[src/hw/rtl/bmcd_pkg.sv]
// ----------------------------------------------------------------------------
// bmcd_pkg
// Types and constants for the biphase-mark interval decoder.
// ----------------------------------------------------------------------------
`default_nettype none

package bmcd_pkg;

  localparam int MAX_BITS      = 1024;
  localparam int PREAMBLE_BITS = 64;
  localparam int SYMBOL_BITS   = 5;

  localparam int IVL_W     = 8;
  localparam int CFG_W     = 8;
  localparam int CFG_IDX_W = 2;
  localparam int SYM_W     = SYMBOL_BITS;
  localparam int STATUS_W  = 2;
  localparam int TOTAL_W   = $clog2(MAX_BITS + 1);
  localparam int FILL_W    = $clog2(SYMBOL_BITS);

  localparam int QUEUE_DEPTH = 4;
  localparam int QPTR_W      = $clog2(QUEUE_DEPTH);
  localparam int QCNT_W      = $clog2(QUEUE_DEPTH + 1);

  localparam logic [CFG_W-1:0] FULL_MIN_RST = 8'd20;
  localparam logic [CFG_W-1:0] FULL_MAX_RST = 8'd40;
  localparam logic [CFG_W-1:0] HALF_MIN_RST = 8'd8;
  localparam logic [CFG_W-1:0] HALF_MAX_RST = 8'd19;

  typedef enum logic [CFG_IDX_W-1:0] {
    REG_FULL_MIN = 2'd0,
    REG_FULL_MAX = 2'd1,
    REG_HALF_MIN = 2'd2,
    REG_HALF_MAX = 2'd3
  } cfg_reg_t;

  typedef enum logic [STATUS_W-1:0] {
    ST_OK          = 2'd0,
    ST_NO_PREAMBLE = 2'd1,
    ST_TOO_SHORT   = 2'd2
  } status_t;

  // Classified event passed from front to back.
  typedef struct packed {
    logic bit_valid;
    logic bit_value;
    logic eop;
  } evt_t;

endpackage

`default_nettype wire

[src/hw/rtl/bmcd_if.sv]
// ----------------------------------------------------------------------------
// bmcd_in_if / bmcd_out_if
// Valid/ready channels for interval items and decoded results.
// ----------------------------------------------------------------------------
`default_nettype none

interface bmcd_in_if;
  logic                          valid;
  logic                          ready;
  logic [bmcd_pkg::IVL_W-1:0]    interval;
  logic                          end_of_packet;

  modport source (output valid, output interval, output end_of_packet, input ready);
  modport sink   (input valid, input interval, input end_of_packet, output ready);
endinterface

interface bmcd_out_if;
  logic                          valid;
  logic                          ready;
  logic [bmcd_pkg::SYM_W-1:0]    symbol;
  logic                          packet_end;
  logic [bmcd_pkg::STATUS_W-1:0] status;
  logic                          overflow;

  modport source (output valid, output symbol, output packet_end, output status,
                  output overflow, input ready);
  modport sink   (input valid, input symbol, input packet_end, input status,
                  input overflow, output ready);
endinterface

`default_nettype wire

[src/hw/rtl/bmcd_front.sv]
// ----------------------------------------------------------------------------
// bmcd_front
// Holds the window registers, accepts intervals and classifies them into
// bit 0, bit 1 or nothing, pairing half-bit intervals.
// ----------------------------------------------------------------------------
`default_nettype none

module bmcd_front (
  input  wire logic                           clk,
  input  wire logic                           rst,
  input  wire logic                           cfg_we,
  input  wire logic [bmcd_pkg::CFG_IDX_W-1:0] cfg_index,
  input  wire logic [bmcd_pkg::CFG_W-1:0]     cfg_data,
  bmcd_in_if.sink                             din,
  input  wire logic                           q_full,
  output      logic                           push,
  output      bmcd_pkg::evt_t                 evt
);
  import bmcd_pkg::*;

  logic [CFG_W-1:0] full_min;
  logic [CFG_W-1:0] full_max;
  logic [CFG_W-1:0] half_min;
  logic [CFG_W-1:0] half_max;
  logic             half_pending;
  logic             half_pending_next;
  logic             xfer;
  logic             is_full;
  logic             is_half;

  always_ff @(posedge clk) begin
    if (rst) begin
      full_min <= FULL_MIN_RST;
      full_max <= FULL_MAX_RST;
      half_min <= HALF_MIN_RST;
      half_max <= HALF_MAX_RST;
    end else if (cfg_we) begin
      case (cfg_reg_t'(cfg_index))
        REG_FULL_MIN: full_min <= cfg_data;
        REG_FULL_MAX: full_max <= cfg_data;
        REG_HALF_MIN: half_min <= cfg_data;
        REG_HALF_MAX: half_max <= cfg_data;
        default: ;
      endcase
    end
  end

  assign din.ready = !q_full;
  assign xfer      = din.valid && !q_full;

  always_comb begin
    is_full = (din.interval >= full_min) && (din.interval <= full_max);
    is_half = (din.interval >= half_min) && (din.interval <= half_max);
    half_pending_next = 1'b0;
    evt.bit_valid = 1'b0;
    evt.bit_value = 1'b0;
    evt.eop       = din.end_of_packet;
    if (din.interval == '0) begin
      half_pending_next = 1'b0;
    end else if (is_full) begin
      evt.bit_valid = 1'b1;
    end else if (is_half) begin
      if (half_pending) begin
        evt.bit_valid = 1'b1;
        evt.bit_value = 1'b1;
      end else begin
        half_pending_next = 1'b1;
      end
    end
    // a half still waiting at the end of a packet is dropped
    if (din.end_of_packet) begin
      half_pending_next = 1'b0;
    end
    push = xfer && (evt.bit_valid || evt.eop);
  end

  always_ff @(posedge clk) begin
    if (rst) begin
      half_pending <= 1'b0;
    end else if (xfer) begin
      half_pending <= half_pending_next;
    end
  end

endmodule

`default_nettype wire

[src/hw/rtl/bmcd_queue.sv]
// ----------------------------------------------------------------------------
// bmcd_queue
// Small FIFO of classified events between front and back.
// ----------------------------------------------------------------------------
`default_nettype none

module bmcd_queue (
  input  wire logic           clk,
  input  wire logic           rst,
  input  wire logic           push,
  input  wire bmcd_pkg::evt_t push_evt,
  input  wire logic           pop,
  output      bmcd_pkg::evt_t head,
  output      logic           empty,
  output      logic           full
);
  import bmcd_pkg::*;

  evt_t              mem [QUEUE_DEPTH];
  logic [QPTR_W-1:0] wr_ptr;
  logic [QPTR_W-1:0] rd_ptr;
  logic [QCNT_W-1:0] count;
  logic              do_push;
  logic              do_pop;

  assign empty   = (count == '0);
  assign full    = (count == QCNT_W'(QUEUE_DEPTH));
  assign do_push = push && !full;
  assign do_pop  = pop && !empty;
  assign head    = mem[rd_ptr];

  always_ff @(posedge clk) begin
    if (do_push) begin
      mem[wr_ptr] <= push_evt;
    end
  end

  always_ff @(posedge clk) begin
    if (rst) begin
      wr_ptr <= '0;
      rd_ptr <= '0;
      count  <= '0;
    end else begin
      if (do_push) begin
        wr_ptr <= wr_ptr + 1'b1;
      end
      if (do_pop) begin
        rd_ptr <= rd_ptr + 1'b1;
      end
      case ({do_push, do_pop})
        2'b10:   count <= count + 1'b1;
        2'b01:   count <= count - 1'b1;
        default: count <= count;
      endcase
    end
  end

endmodule

`default_nettype wire

[src/hw/rtl/bmcd_back.sv]
// ----------------------------------------------------------------------------
// bmcd_back
// Packet state: preamble check, symbol assembly, bit cap and end records.
// Drives the registered result channel.
// ----------------------------------------------------------------------------
`default_nettype none

module bmcd_back (
  input  wire logic           clk,
  input  wire logic           rst,
  input  wire bmcd_pkg::evt_t head,
  input  wire logic           empty,
  output      logic           pop,
  bmcd_out_if.source          dout
);
  import bmcd_pkg::*;

  logic [TOTAL_W-1:0]  bit_total;
  logic [TOTAL_W-1:0]  bit_total_next;
  logic                previous_bit;
  logic                previous_bit_next;
  logic                alt_broken;
  logic                alt_broken_next;
  logic [SYM_W-1:0]    symbol_shift;
  logic [SYM_W-1:0]    symbol_shift_next;
  logic [FILL_W-1:0]   symbol_fill;
  logic [FILL_W-1:0]   symbol_fill_next;
  logic                cap_reached;
  logic                cap_reached_next;

  logic                slot_free;
  logic                take;
  logic                sym_done;
  logic [SYM_W-1:0]    sym_val;
  status_t             status_next;

  // end record held back while a symbol from the same item is out
  logic                end_pend;
  status_t             pend_status;
  logic                pend_ovf;

  logic                out_valid;
  logic [SYM_W-1:0]    out_symbol;
  logic                out_end;
  status_t             out_status;
  logic                out_ovf;

  assign slot_free = !out_valid || dout.ready;
  assign pop       = !empty && slot_free && !end_pend;

  always_comb begin
    take              = pop && head.bit_valid && !cap_reached;
    alt_broken_next   = alt_broken;
    symbol_shift_next = symbol_shift;
    symbol_fill_next  = symbol_fill;
    previous_bit_next = previous_bit;
    bit_total_next    = bit_total;
    cap_reached_next  = cap_reached;
    sym_done          = 1'b0;
    sym_val           = symbol_shift | (SYM_W'(head.bit_value) << symbol_fill);
    if (take) begin
      if (bit_total != '0 && bit_total < TOTAL_W'(PREAMBLE_BITS) &&
          head.bit_value == previous_bit) begin
        alt_broken_next = 1'b1;
      end
      if (bit_total >= TOTAL_W'(PREAMBLE_BITS)) begin
        if (symbol_fill == FILL_W'(SYMBOL_BITS - 1)) begin
          sym_done          = 1'b1;
          symbol_shift_next = '0;
          symbol_fill_next  = '0;
        end else begin
          symbol_shift_next = sym_val;
          symbol_fill_next  = symbol_fill + 1'b1;
        end
      end
      previous_bit_next = head.bit_value;
      bit_total_next    = bit_total + 1'b1;
      if (bit_total == TOTAL_W'(MAX_BITS - 1)) begin
        cap_reached_next = 1'b1;
      end
    end
    if (alt_broken_next) begin
      status_next = ST_NO_PREAMBLE;
    end else if (bit_total_next < TOTAL_W'(PREAMBLE_BITS)) begin
      status_next = ST_TOO_SHORT;
    end else begin
      status_next = ST_OK;
    end
  end

  // packet state
  always_ff @(posedge clk) begin
    if (rst) begin
      bit_total    <= '0;
      previous_bit <= 1'b0;
      alt_broken   <= 1'b0;
      symbol_shift <= '0;
      symbol_fill  <= '0;
      cap_reached  <= 1'b0;
    end else if (pop) begin
      if (head.eop) begin
        bit_total    <= '0;
        previous_bit <= 1'b0;
        alt_broken   <= 1'b0;
        symbol_shift <= '0;
        symbol_fill  <= '0;
        cap_reached  <= 1'b0;
      end else begin
        bit_total    <= bit_total_next;
        previous_bit <= previous_bit_next;
        alt_broken   <= alt_broken_next;
        symbol_shift <= symbol_shift_next;
        symbol_fill  <= symbol_fill_next;
        cap_reached  <= cap_reached_next;
      end
    end
  end

  // output register and deferred end record
  always_ff @(posedge clk) begin
    if (rst) begin
      out_valid <= 1'b0;
      end_pend  <= 1'b0;
    end else if (slot_free) begin
      if (end_pend) begin
        out_valid <= 1'b1;
        end_pend  <= 1'b0;
      end else if (pop && (sym_done || head.eop)) begin
        out_valid <= 1'b1;
        end_pend  <= sym_done && head.eop;
      end else begin
        out_valid <= 1'b0;
      end
    end
  end

  always_ff @(posedge clk) begin
    if (slot_free) begin
      if (end_pend) begin
        out_symbol <= '0;
        out_end    <= 1'b1;
        out_status <= pend_status;
        out_ovf    <= pend_ovf;
      end else if (pop) begin
        out_ovf <= cap_reached_next;
        if (sym_done) begin
          out_symbol <= sym_val;
          out_end    <= 1'b0;
          out_status <= ST_OK;
        end else begin
          out_symbol <= '0;
          out_end    <= 1'b1;
          out_status <= status_next;
        end
      end
    end
    if (pop) begin
      pend_status <= status_next;
      pend_ovf    <= cap_reached_next;
    end
  end

  assign dout.valid      = out_valid;
  assign dout.symbol     = out_symbol;
  assign dout.packet_end = out_end;
  assign dout.status     = out_status;
  assign dout.overflow   = out_ovf;

endmodule

`default_nettype wire

[src/hw/rtl/bmc_interval_decoder.sv]
// ----------------------------------------------------------------------------
// bmc_interval_decoder
// Biphase-mark decoder: edge intervals in, 5-bit symbols and end records out.
// ----------------------------------------------------------------------------
// Path: the queue is written at the input transfer and the back end loads the
//   result register when it pops the item, which waits while the output stalls.
// Throughput: one interval per cycle unless the queue is full; an item with a
//   symbol and end record uses the output for both, absorbed by a 4-entry queue.
// Reset (rst, synchronous): windows go to 20..40 / 8..19, packet state and the
//   queue are cleared, no result is valid.
`default_nettype none

module bmc_interval_decoder (
  input  wire logic                           clk,
  input  wire logic                           rst,
  input  wire logic                           cfg_we,
  input  wire logic [bmcd_pkg::CFG_IDX_W-1:0] cfg_index,
  input  wire logic [bmcd_pkg::CFG_W-1:0]     cfg_data,
  bmcd_in_if.sink                             din,
  bmcd_out_if.source                          dout
);
  import bmcd_pkg::*;

  evt_t push_evt;
  evt_t head;
  logic push;
  logic pop;
  logic q_empty;
  logic q_full;

  bmcd_front u_front (
    .clk       (clk),
    .rst       (rst),
    .cfg_we    (cfg_we),
    .cfg_index (cfg_index),
    .cfg_data  (cfg_data),
    .din       (din),
    .q_full    (q_full),
    .push      (push),
    .evt       (push_evt)
  );

  bmcd_queue u_queue (
    .clk      (clk),
    .rst      (rst),
    .push     (push),
    .push_evt (push_evt),
    .pop      (pop),
    .head     (head),
    .empty    (q_empty),
    .full     (q_full)
  );

  bmcd_back u_back (
    .clk   (clk),
    .rst   (rst),
    .head  (head),
    .empty (q_empty),
    .pop   (pop),
    .dout  (dout)
  );

endmodule

`default_nettype wire

[src/flat_wrapper.sv]
// flat-port wrapper written by rule: the top's interface ports become plain ports
module bmc_interval_decoder_flat import bmcd_pkg::*;
  (clk, rst, cfg_we, cfg_index, cfg_data, din_valid, din_interval, din_end_of_packet, din_ready, dout_valid, dout_symbol, dout_packet_end, dout_status, dout_overflow, dout_ready);
  bmcd_in_if din_i ();
  bmcd_out_if dout_i ();
  input  wire logic clk;
  input  wire logic rst;
  input  wire logic cfg_we;
  input  wire logic [bmcd_pkg::CFG_IDX_W-1:0] cfg_index;
  input  wire logic [bmcd_pkg::CFG_W-1:0] cfg_data;
  input wire logic [$bits(din_i.valid)-1:0] din_valid;
  input wire logic [$bits(din_i.interval)-1:0] din_interval;
  input wire logic [$bits(din_i.end_of_packet)-1:0] din_end_of_packet;
  output wire logic [$bits(din_i.ready)-1:0] din_ready;
  output wire logic [$bits(dout_i.valid)-1:0] dout_valid;
  output wire logic [$bits(dout_i.symbol)-1:0] dout_symbol;
  output wire logic [$bits(dout_i.packet_end)-1:0] dout_packet_end;
  output wire logic [$bits(dout_i.status)-1:0] dout_status;
  output wire logic [$bits(dout_i.overflow)-1:0] dout_overflow;
  input wire logic [$bits(dout_i.ready)-1:0] dout_ready;
  assign din_i.valid = din_valid;
  assign din_i.interval = din_interval;
  assign din_i.end_of_packet = din_end_of_packet;
  assign din_ready = din_i.ready;
  assign dout_valid = dout_i.valid;
  assign dout_symbol = dout_i.symbol;
  assign dout_packet_end = dout_i.packet_end;
  assign dout_status = dout_i.status;
  assign dout_overflow = dout_i.overflow;
  assign dout_i.ready = dout_ready;
  bmc_interval_decoder u_core (.clk(clk), .rst(rst), .cfg_we(cfg_we), .cfg_index(cfg_index), .cfg_data(cfg_data), .din(din_i), .dout(dout_i));
endmodule
[config.mk]
export PLATFORM = sky130hd
export DESIGN_NAME = bmc_interval_decoder_flat
export DESIGN_NICKNAME = d
export VERILOG_FILES = /design/src/hw/rtl/bmcd_pkg.sv /design/src/hw/rtl/bmcd_if.sv /design/src/hw/rtl/bmcd_front.sv /design/src/hw/rtl/bmcd_queue.sv /design/src/hw/rtl/bmcd_back.sv /design/src/hw/rtl/bmc_interval_decoder.sv /design/src/flat_wrapper.sv
export SDC_FILE = /design/constraint.sdc
export NUM_CORES = 1
export LEC_CHECK = 0
export BUFFER_PORTS_ARGS = -buffer_cell sky130_fd_sc_hd__buf_2
export CORE_MARGIN = 2
export CORE_UTILIZATION = 34
export DETAILED_ROUTE_END_ITERATION = 8
export HOLD_SLACK_MARGIN = 0.15
export PLACE_DENSITY_LB_ADDON = 0.05
export SLEW_MARGIN = 10
export SYNTH_ARGS = -nofsm -noshare
export SYNTH_HDL_FRONTEND = slang
export SYNTH_SLANG_ARGS = --single-unit
[constraint.sdc]
create_clock -name clk -period 7.05 [get_ports clk]
set_input_delay 1.41 -clock clk [delete_from_list [all_inputs] [get_ports clk]]
set_output_delay 1.41 -clock clk [all_outputs]
set_load 0.01 [all_outputs]
==> results of run 1 <==
cell type report:
| type | instances | share of cell area |
|---|---|---|
| clock buffers | 11 | 0.0431 |
| clock inverters | 5 | 0.0148 |
| inverters | 49 | 0.0340 |
| multi-input cells | 376 | 0.456 |
| flip-flops and latches | 90 | 0.378 |
| well taps | 180 | 0.0417 |
| repair buffers | 35 | 0.0329 |
layer usage:
| layer | part of all wire | vias up |
|---|---|---|
| met5 | 0 | - |
| met4 | 0.036 | 0 |
| met3 | 0.034 | 26 |
| met2 | 0.49 | 65 |
| met1 | 0.44 | 1770 |
| li1 | - | 1934 |
worst register-to-register path: stages, from the launching register on:
cell      delay [ns]
dfxtp_1         0.31
inv_1           0.05
ha_1            0.28
and3_1          0.20
a221oi_1        0.39
o31ai_1         0.16
o211ai_1        0.21
a31oi_1         0.22
inv_1           0.10
ha_1            0.18
inv_1           0.07
fa_1            0.43
xor2_1          0.15
or3_1           0.30
a21oi_1         0.13
final timing paths:
| path | from | endpoint | slack (ns) |
|---|---|---|---|
| max | din_interval[0] | u_core.u_queue.count[2]$_SDFFE_PP0P_ | 2.92 |
| min | u_core.u_front.half_max[7]$_SDFFE_PP0P_ | u_core.u_front.half_max[7]$_SDFFE_PP0P_ | 0.46 |
| max reg2reg | u_core.u_front.full_min[6]$_SDFFE_PP0P_ | u_core.u_queue.count[2]$_SDFFE_PP0P_ | 3.80 |
| min reg2reg | u_core.u_front.half_max[7]$_SDFFE_PP0P_ | u_core.u_front.half_max[7]$_SDFFE_PP0P_ | 0.46 |
power by group through the flow:
stage	sequential, µW	clock [µW]	combinational, µW
2_1_floorplan	657	0	296
3_3_place_gp	650	0	417
3_5_place_dp	653	0	421
4_1_cts	641	529	423
5_1_grt	650	550	472
6_report	640	514	416
state kept, by name, indices dropped and copies added (netlist names), 3 cells and up, named ones only:
signal and cells:
u_core.u_front.full_min 8, u_core.u_queue.mem 12, u_core.u_back.dout.symbol 5, u_core.u_back.bit_total 11, u_core.u_front.half_max 8, u_core.u_back.symbol_shift 5
u_core.u_queue.count 3, u_core.u_front.full_max 8, u_core.u_back.symbol_fill 3, u_core.u_front.half_min 8
cells in the final DEF (no fill, tap or decap), types with 4 or more instances in the layout:
cell       synthesis  layout
dfxtp_1           66      66
nor2_1            62      62
nand2_1           53      53
inv_1             49      49
a21oi_1           46      46
ha_1              41      41
buf_2              2      34
edfxtp_1          24      24
o21ai_0           21      21
nand3_1           13      13
nand4_1           10      10
nor3_1             9       9
clkbuf_16          0       9
o211ai_1           8       8
a31oi_1            8       8
and3_1             7       7
mux2i_1            7       7
nor2b_1            6       6
or3_1              6       6
a211oi_1           5       5
and2_1             5       5
nand2b_1           4       4
nor4_1             4       4
xnor2_1            4       4
a41oi_1            4       4
kinds of logic (layout without fill, tap and decap cells):
logic type	after synthesis	count (layout)	share of synthesized area
and+or+nand+nor	204	204	0.214
DFF	90	90	0.425
adders and majority gates	42	42	0.111
muxes	11	11	0.0317
buffers and inverters	69	100	0.0643
xor gates and xnor gates	7	7	0.0128
AOI/OAI and AO/OA	112	112	0.142
through the flow:
step	utilization	worst slack, ns	cell area [µm²]	cells	hold WS [ns]
after CTS	0.391	2.89	5400	746	0.465
after detailed placement	0.368	2.56	5090	730	0.453
after floorplan	-	2.97	4810	535	0.436
after global routing	0.391	2.65	5400	746	0.476
final	0.391	2.92	5400	746	0.463
after global placement	0.368	2.65	5090	730	0.445
==> run summary, run 1 <==
The repair_antennas step left the layout with diodes totalling 0. In the final layout, the multi-input gates occupy 0.00246 mm². The H-tree was split into 3 levels. By count the netlist is led by 66 x dfxtp_1, 62 x nor2_1, 53 x nand2_1. The total grt overflow came out at 0.

The part of the power in combinational logic came out at 0.265. The core region is 0.0138 mm². The fraction of final layout cells sized beyond drive strength 1 is 0.115, and the number of hold-repair buffers added at the cts stage is 0.

The post-detailed-route via-to-cell ratio is 5.09, and the cell depth of the worst hold path is 2. The busiest metal layer after global routing is met2. At the worst endpoint, the required time is 7.33 ns. Counting flops with a built-in enable in the synthesized netlist gives 24.

The highest clock rate was 0.242 GHz. Counting both buffers and inverters, the worst setup path holds a total of 4. The average footprint of a synthesized cell is 8.99 µm², and the overall track demand over capacity in global routing is 0.164.

Met3 layer usage reported by global route: 0.0411. The initial antenna violation count came out at 0. Adding up every negative setup slack in the final design gives 0 ns. In this design, the stage delay of the slowest critical-path cell is 0.43 ns. The number of buffers added by the clock tree synthesis step is 9, and the internal power consumption is 1060 µW. Setup violations remaining at the end of the flow were counted as 0. The worst-case headroom to the max-slew limit is 0.271, and the cell count after synthesis is 535.

The tools report the total design power as 1570 µW. After layout, the minimum clock period comes to 4.13 ns. Walking the worst path, the cells encountered are buf_2 > inv_1 > ha_1 > nand2b_1 > a2111oi_0 > o31ai_1 > o211ai_1 > a31oi_1 > inv_1 > ha_1 > inv_1 > fa_1 > xor2_1 > or3_1 > a21oi_1.

The switching part of the total works out to 0.323. The logs give 0 for the number of maximum-capacitance violations and 0.35 ns for the later-pin clock latency in the skew report. Counting flops and latches in the post-synthesis netlist gives 90.

Worst setup path category: in -> reg. The count of clock tree sinks is 90, and the routed wire length per instance is 15.3 µm. In this run the vertical extent of the chip is 123 µm.

For the count of routing violations after the opening detailed-route iteration, the log shows 180. The critical path launch point type is an input pin. For the via count of the first global-routing pass, the log shows 3,759. The post-CTS resize count came out at 0.

Cell with the most instances on the worst path: inv_1. The number of pins with negative max-slew slack in the final report is 0, and the largest voltage drop on the vdd net is 0.113 mV. For the initial cell density of the core, the log shows 0.348. On the critical path, the stage with the largest delay is an instance of fa_1. Type of the most critical hold path: reg -> reg. Broken down by cell family, the worst path's largest delay share belongs to compound AO/OA/AOI/OAI gates. The congestion estimate from routability-driven global placement came to 0.898. The part of the cycle the worst path needs was 0.586; the areal power density over the cells was 291 mW/mm². The setup fix buffers added after clock tree synthesis is 0. In this run the horizontal extent of the chip is 123 µm. During I/O placement, the number of pins put on the boundary was 35. The run gives 3,795 as the number of vias in the routed layout. Data arrives at the worst endpoint at 4.41 ns. For the final hold violation count, the log shows 0. The sequential cells in the finished layout cover a total of 0.00204 mm².

The global routing usage on met1 came out at 0.188. Buffer type at the clock tree root: clkbuf_16. Clock-pin slew was measured on the worst setup and hold paths at 0.06 ns.

The leading area contributor after synthesis was dfxtp_1. For this design the total switching power over the nets is 506 µW. Summed over all cells, the static leakage comes to 0.00212 µW.

When the netlist entered floorplanning its net count stood at 601. For the sum of routed wire length over all layers, the log shows 11.4 mm. The tools report the number of distinct standard cells referenced by the synthesized netlist as 62. Buffers placed on the I/O ports in this run total 34. For this run, the detailed router's first-pass iteration total came to 4. The flow ran to the end, and the final reports show no timing, DRC or antenna violations. In this run the remaining antenna-violating nets after routing total 0. The logs give 2 for the buffer depth of the longest clock path and 0.00796 ns for the clock skew after layout.

Counting buffers and inverters, the worst setup path is 15 cells deep. The logs give 0.408 for the fraction of power consumed by sequential logic and 0 for the number of warnings printed during yosys synthesis. The logs give 1,372 for the number of fillers in the final layout and 0.00481 mm² for the area of the mapped netlist. In this run the core area contains 43 standard-cell rows. The async set or reset register ratio after synthesis is 0, and the post-detailed-route DRC marker count is 0. Highest net fanout along the worst path: 5. The power share of the clock group is 0.328, and the portion of the post-synthesis area used by sequential elements is 0.425. The worst register-to-register path has a depth of 14. TritonCTS built the clock tree.

Ranked by total cell area, the synthesized netlist is headed by dfxtp_1 27%, edfxtp_1 15%, ha_1 11%. The portion of synthesized cell area occupied by the leading cell type was 0.275. Setup repair after global routing left no endpoint under its margin. The HPWL after detailed placement is 8.29 mm. Among all cell types in the netlist, the one instantiated most often is dfxtp_1. For the pin with the worst max-slew slack, the measured transition is 1.09 ns.

The layout overhead on the synthesized area came out at 12.4%. The run gives 0.0151 mm² as the die footprint. STA classifies the critical path endpoint as a flop. Largest net degree at the start of global routing: 55. For this run, the post-layout net count is 627. The first global-routing pass estimated 18.8 mm of wire.

Most common flop cell mapped by yosys: dfxtp_1. The run gives 0.285 as the met2 capacity usage during global routing.
Power figures use the tool's default switching activity.
==> run 2: changes to the inputs <==
--- a/config.mk
+++ b/config.mk
@@ -5,6 +5,7 @@
 export SDC_FILE = /design/constraint.sdc
 export NUM_CORES = 1
 export LEC_CHECK = 0
+export ABC_AREA = 1
 export BUFFER_PORTS_ARGS = -buffer_cell sky130_fd_sc_hd__buf_2
 export CORE_MARGIN = 2
 export CORE_UTILIZATION = 34
==> constraint.sdc (replaced) <==
create_clock -name clk -period 3.4 [get_ports clk]
set_input_delay 0.68 -clock clk [delete_from_list [all_inputs] [get_ports clk]]
set_output_delay 0.68 -clock clk [all_outputs]
set_load 0.01 [all_outputs]
==> run summary, run 2 <==
The run finished with clean final reports. The portion of the post-synthesis area used by sequential elements is 0.436. STA classifies the critical path startpoint as an input pin. The buffer type at the clock tree root was clkbuf_16.

The largest registers in the layout are u_core.u_queue.mem: 12 flops, u_core.u_back.bit_total: 11 flops. Clock skew on the completed layout was measured at 0.0125 ns. The layout overhead on the synthesized area works out to 14.5%. The xor/xnor cell area share of the yosys netlist is 0.00934, and the standard cell core area is 0.0133 mm². The tools report the overall track demand over capacity in global routing as 0.157. The most common flop cell mapped by yosys is dfxtp_1.

The post-CTS resize count is 0, and the die footprint is 0.0147 mm². The worst setup path category was in -> reg. Clock-pin slew was measured on the worst setup and hold paths at 0.07 ns. The number of nets in the layout came out at 704. The number of buffers added on ports is 34, and the post-place instance area is 0.00508 mm². At the worst endpoint, the arrival time is 3.11 ns.

The analysis attributes to net switching a power of 1440 µW. The highest net fanout along the worst path was 5. The logs give 2250 µW for the internal power consumption and 90 for the count of clock tree sinks.

The fraction of power consumed by sequential logic was 0.382. The run gives 0 as the final hold violation count. The async set or reset register ratio after synthesis was 0. The register with the highest flop count is u_core.u_queue.mem. Leading area contributor after synthesis: dfxtp_1. For the count of final setup violators, the log shows 0. The via count of the first global-routing pass was 3,609. The register with the most flip-flops in the layout has 12 of them. The mux contribution to synthesized area is 0. The tools report the number of warnings printed during yosys synthesis as 0. The first TritonRoute pass finished after 4 iterations.

The commonest cells after synthesis are 114 x nand2_1, 93 x inv_1, 67 x nor2_1. The number of maximum-capacitance violations was 0. The count of routing violations after the opening detailed-route iteration is 156, and the average footprint of a synthesized cell is 7.84 µm².

Global routing finished with a remaining overflow of 0. The count of boundary I/O pins is 35, and the post-synthesis register bit count is 90. The finished cells cover 0.00537 mm².

The routed wire length per instance was 13.2 µm; the initial cell density of the core was 0.351. The tools report the area of all sequential standard cells as 0.00204 mm². The first global-routing pass estimated 17.9 mm of wire. In the routed layout, each cell is associated on average with a via count of 4.64. Setup total negative slack on the finished layout was measured at 0 ns. The fraction of final layout cells sized beyond drive strength 1 is 0.117. The number of hold buffers added after CTS was 0. The part of the cycle the worst path needs is 0.847. Among all cell types in the netlist, the one instantiated most often is nand2_1. The tightest min-delay check is of the reg -> reg type. For the number of buffers added by the clock tree synthesis step, the log shows 9. The part of the power in combinational logic came out at 0.352.

In this run, synthesis inferred 24 flip-flops with an integrated enable. For the pin with the worst max-slew slack, the measured transition is 0.545 ns. The area share of and/or/nand/nor cells after synthesis is 0.207. The most common library cell in the layout ignoring fill and taps was nand2_1.

The number of fillers in the final layout was 1,393; the required time at the worst-slack endpoint was 3.64 ns. For the worst-case headroom to the max-slew limit, the log shows 0.636. The tools report the number of pins with negative max-slew slack in the final report as 0. Setup repair after global routing left no endpoint under its margin. The tools report the largest net degree at the start of global routing as 23.

At the end of routability-driven placement, the weighted congestion stood at 0.800. The tools report the area of the mapped netlist as 0.00469 mm². After synthesis, the cell types taking the most area are dfxtp_1 28%, edfxtp_1 15%, ha_1 11%.

Fraction of the mapped netlist area in compound gates: 0.148. After layout, the minimum clock period comes to 2.88 ns. The run gives 0.347 GHz as the highest clock rate.

Post-CTS timing repair inserted 0 buffers for setup. The power share of the clock group is 0.267, and the portion of synthesized cell area occupied by the leading cell type is 0.282. The initial antenna violation count is 0. The tools report the category of the worst setup path capture point as a flop.

When the netlist entered floorplanning its net count stood at 664. Once detail routing completed, the nets flagged for antenna violations numbered 0. In this run the power density over the cells is 688 mW/mm². The tools report the total leakage power as 0.00233 µW.

CTS built an H-tree with a depth of 3. The area used by multi-input combinational logic is 0.00224 mm². The design draws 3690 µW.

In this run the core area contains 42 standard-cell rows. Summing over every cut layer, the via total after detailed routing is 3,803. The number of antenna diodes in the final layout is 0. The floorplan step set the die width to 121 µm. The cell count after synthesis was 598; the switching part of the total was 0.390. Detailed placement ended at an HPWL of 8.16 mm. Measured along the y axis, the die boundary spans 121 µm. The longest clock path from root to sink contains 2 buffers. TritonCTS built the clock tree. The library cells used most frequently in the layout, excluding fill and tap cells, are 114 x nand2_1, 93 x inv_1, 67 x nor2_1, 66 x dfxtp_1, 63 x a21oi_1. VDD sags by at most 0.276 mV.

The logs give 0 for the post-detailed-route DRC marker count and 0.35 ns for the later-pin clock latency in the skew report. The sum of routed wire length over all layers is 10.8 mm. Dominant combinational cell family by area after synthesis: simple AND/OR/NAND/NOR gates.

The number of distinct standard cells referenced by the synthesized netlist was 40; the area share of fa/ha/maj cells after synthesis was 0.114.
-- run 2: cell types whose count changed in the layout (fill, tap and decap cells not counted), sizes merged, moves of 7 or more --
cell,change
o21ai,+20
nand2,+66
a21oi,+17
or3,-9
inv,+51
nor2b,-7
and3,-8
mux2i,-7
-- run 2: worst paths after layout --
check | to | depth (start not counted) | from | slack (ns)
setup / recovery | u_core.u_queue.count[2]$_SDFFE_PP0P_ | 21 | din_interval[0] | 0.52
hold / removal | u_core.u_front.half_min[2]$_SDFFE_PP0P_ | 2 | u_core.u_front.half_min[2]$_SDFFE_PP0P_ | 0.46
setup reg to reg | u_core.u_queue.count[2]$_SDFFE_PP0P_ | 19 | u_core.u_front.full_max[7]$_SDFFE_PP0P_ | 0.66
hold reg to reg | u_core.u_front.half_min[2]$_SDFFE_PP0P_ | 2 | u_core.u_front.half_min[2]$_SDFFE_PP0P_ | 0.46
-- run 2: layer usage --
layer	part of all wire	GRT usage
met5	0	0
met4	0.019	0.0632
met3	0.023	0.0282
met2	0.45	0.254
met1	0.50	0.208
-- run 2: cell type report --
type	instances	share of cell area
repair buffers	40	0.0401
clock buffers	9	0.0420
multi-input cells	401	0.417
clock inverters	7	0.0112
inverters	96	0.0683
well taps	176	0.0410
flip-flops and latches	90	0.381
-- run 2: cells by family (layout without fill, tap and decap cells) --
logic type | Yosys count | in the layout
AOI/OAI and AO/OA | 126 | 126
buffers and inverters | 107 | 152
xor gates and xnor gates | 5 | 5
DFF | 90 | 90
and+or+nand+nor | 228 | 228
adders and majority gates | 42 | 42
-- run 2: power by group through the flow --
| stage | logic [µW] | registers (µW) | clock network (µW) |
|---|---|---|---|
| floorplan | 936 | 1440 | 0 |
| global placement | 1310 | 1430 | 0 |
| detailed placement | 1320 | 1430 | 0 |
| CTS | 1320 | 1410 | 1010 |
| global route | 1500 | 1430 | 1060 |
| finish | 1300 | 1410 | 985 |
-- run 2: critical path, cell delays in order --
cell	delay, ns
buf_2	0.10
inv_1	0.12
ha_1	0.25
o21ai_0	0.15
nand2_1	0.07
nand2_1	0.06
nand2_1	0.05
nand2_1	0.05
nand2_1	0.04
nand2_1	0.09
nand2_1	0.06
nand2_1	0.07
nand2_1	0.11
nand2_1	0.11
ha_1	0.14
inv_1	0.06
fa_1	0.43
a21oi_1	0.14
o21ai_0	0.11
o21ai_0	0.16
a21oi_1	0.06
-- run 2: metrics by stage --
step | util | hold slack, ns | worst slack [ns] | std cells
2_1_floorplan | - | 0.433 | 0.419 | 598
3_3_place_gp | 0.381 | 0.450 | 0.194 | 803
3_5_place_dp | 0.381 | 0.453 | 0.158 | 803
4_1_cts | 0.402 | 0.463 | 0.523 | 819
5_1_grt | 0.402 | 0.488 | 0.177 | 819
6_report | 0.402 | 0.459 | 0.521 | 819
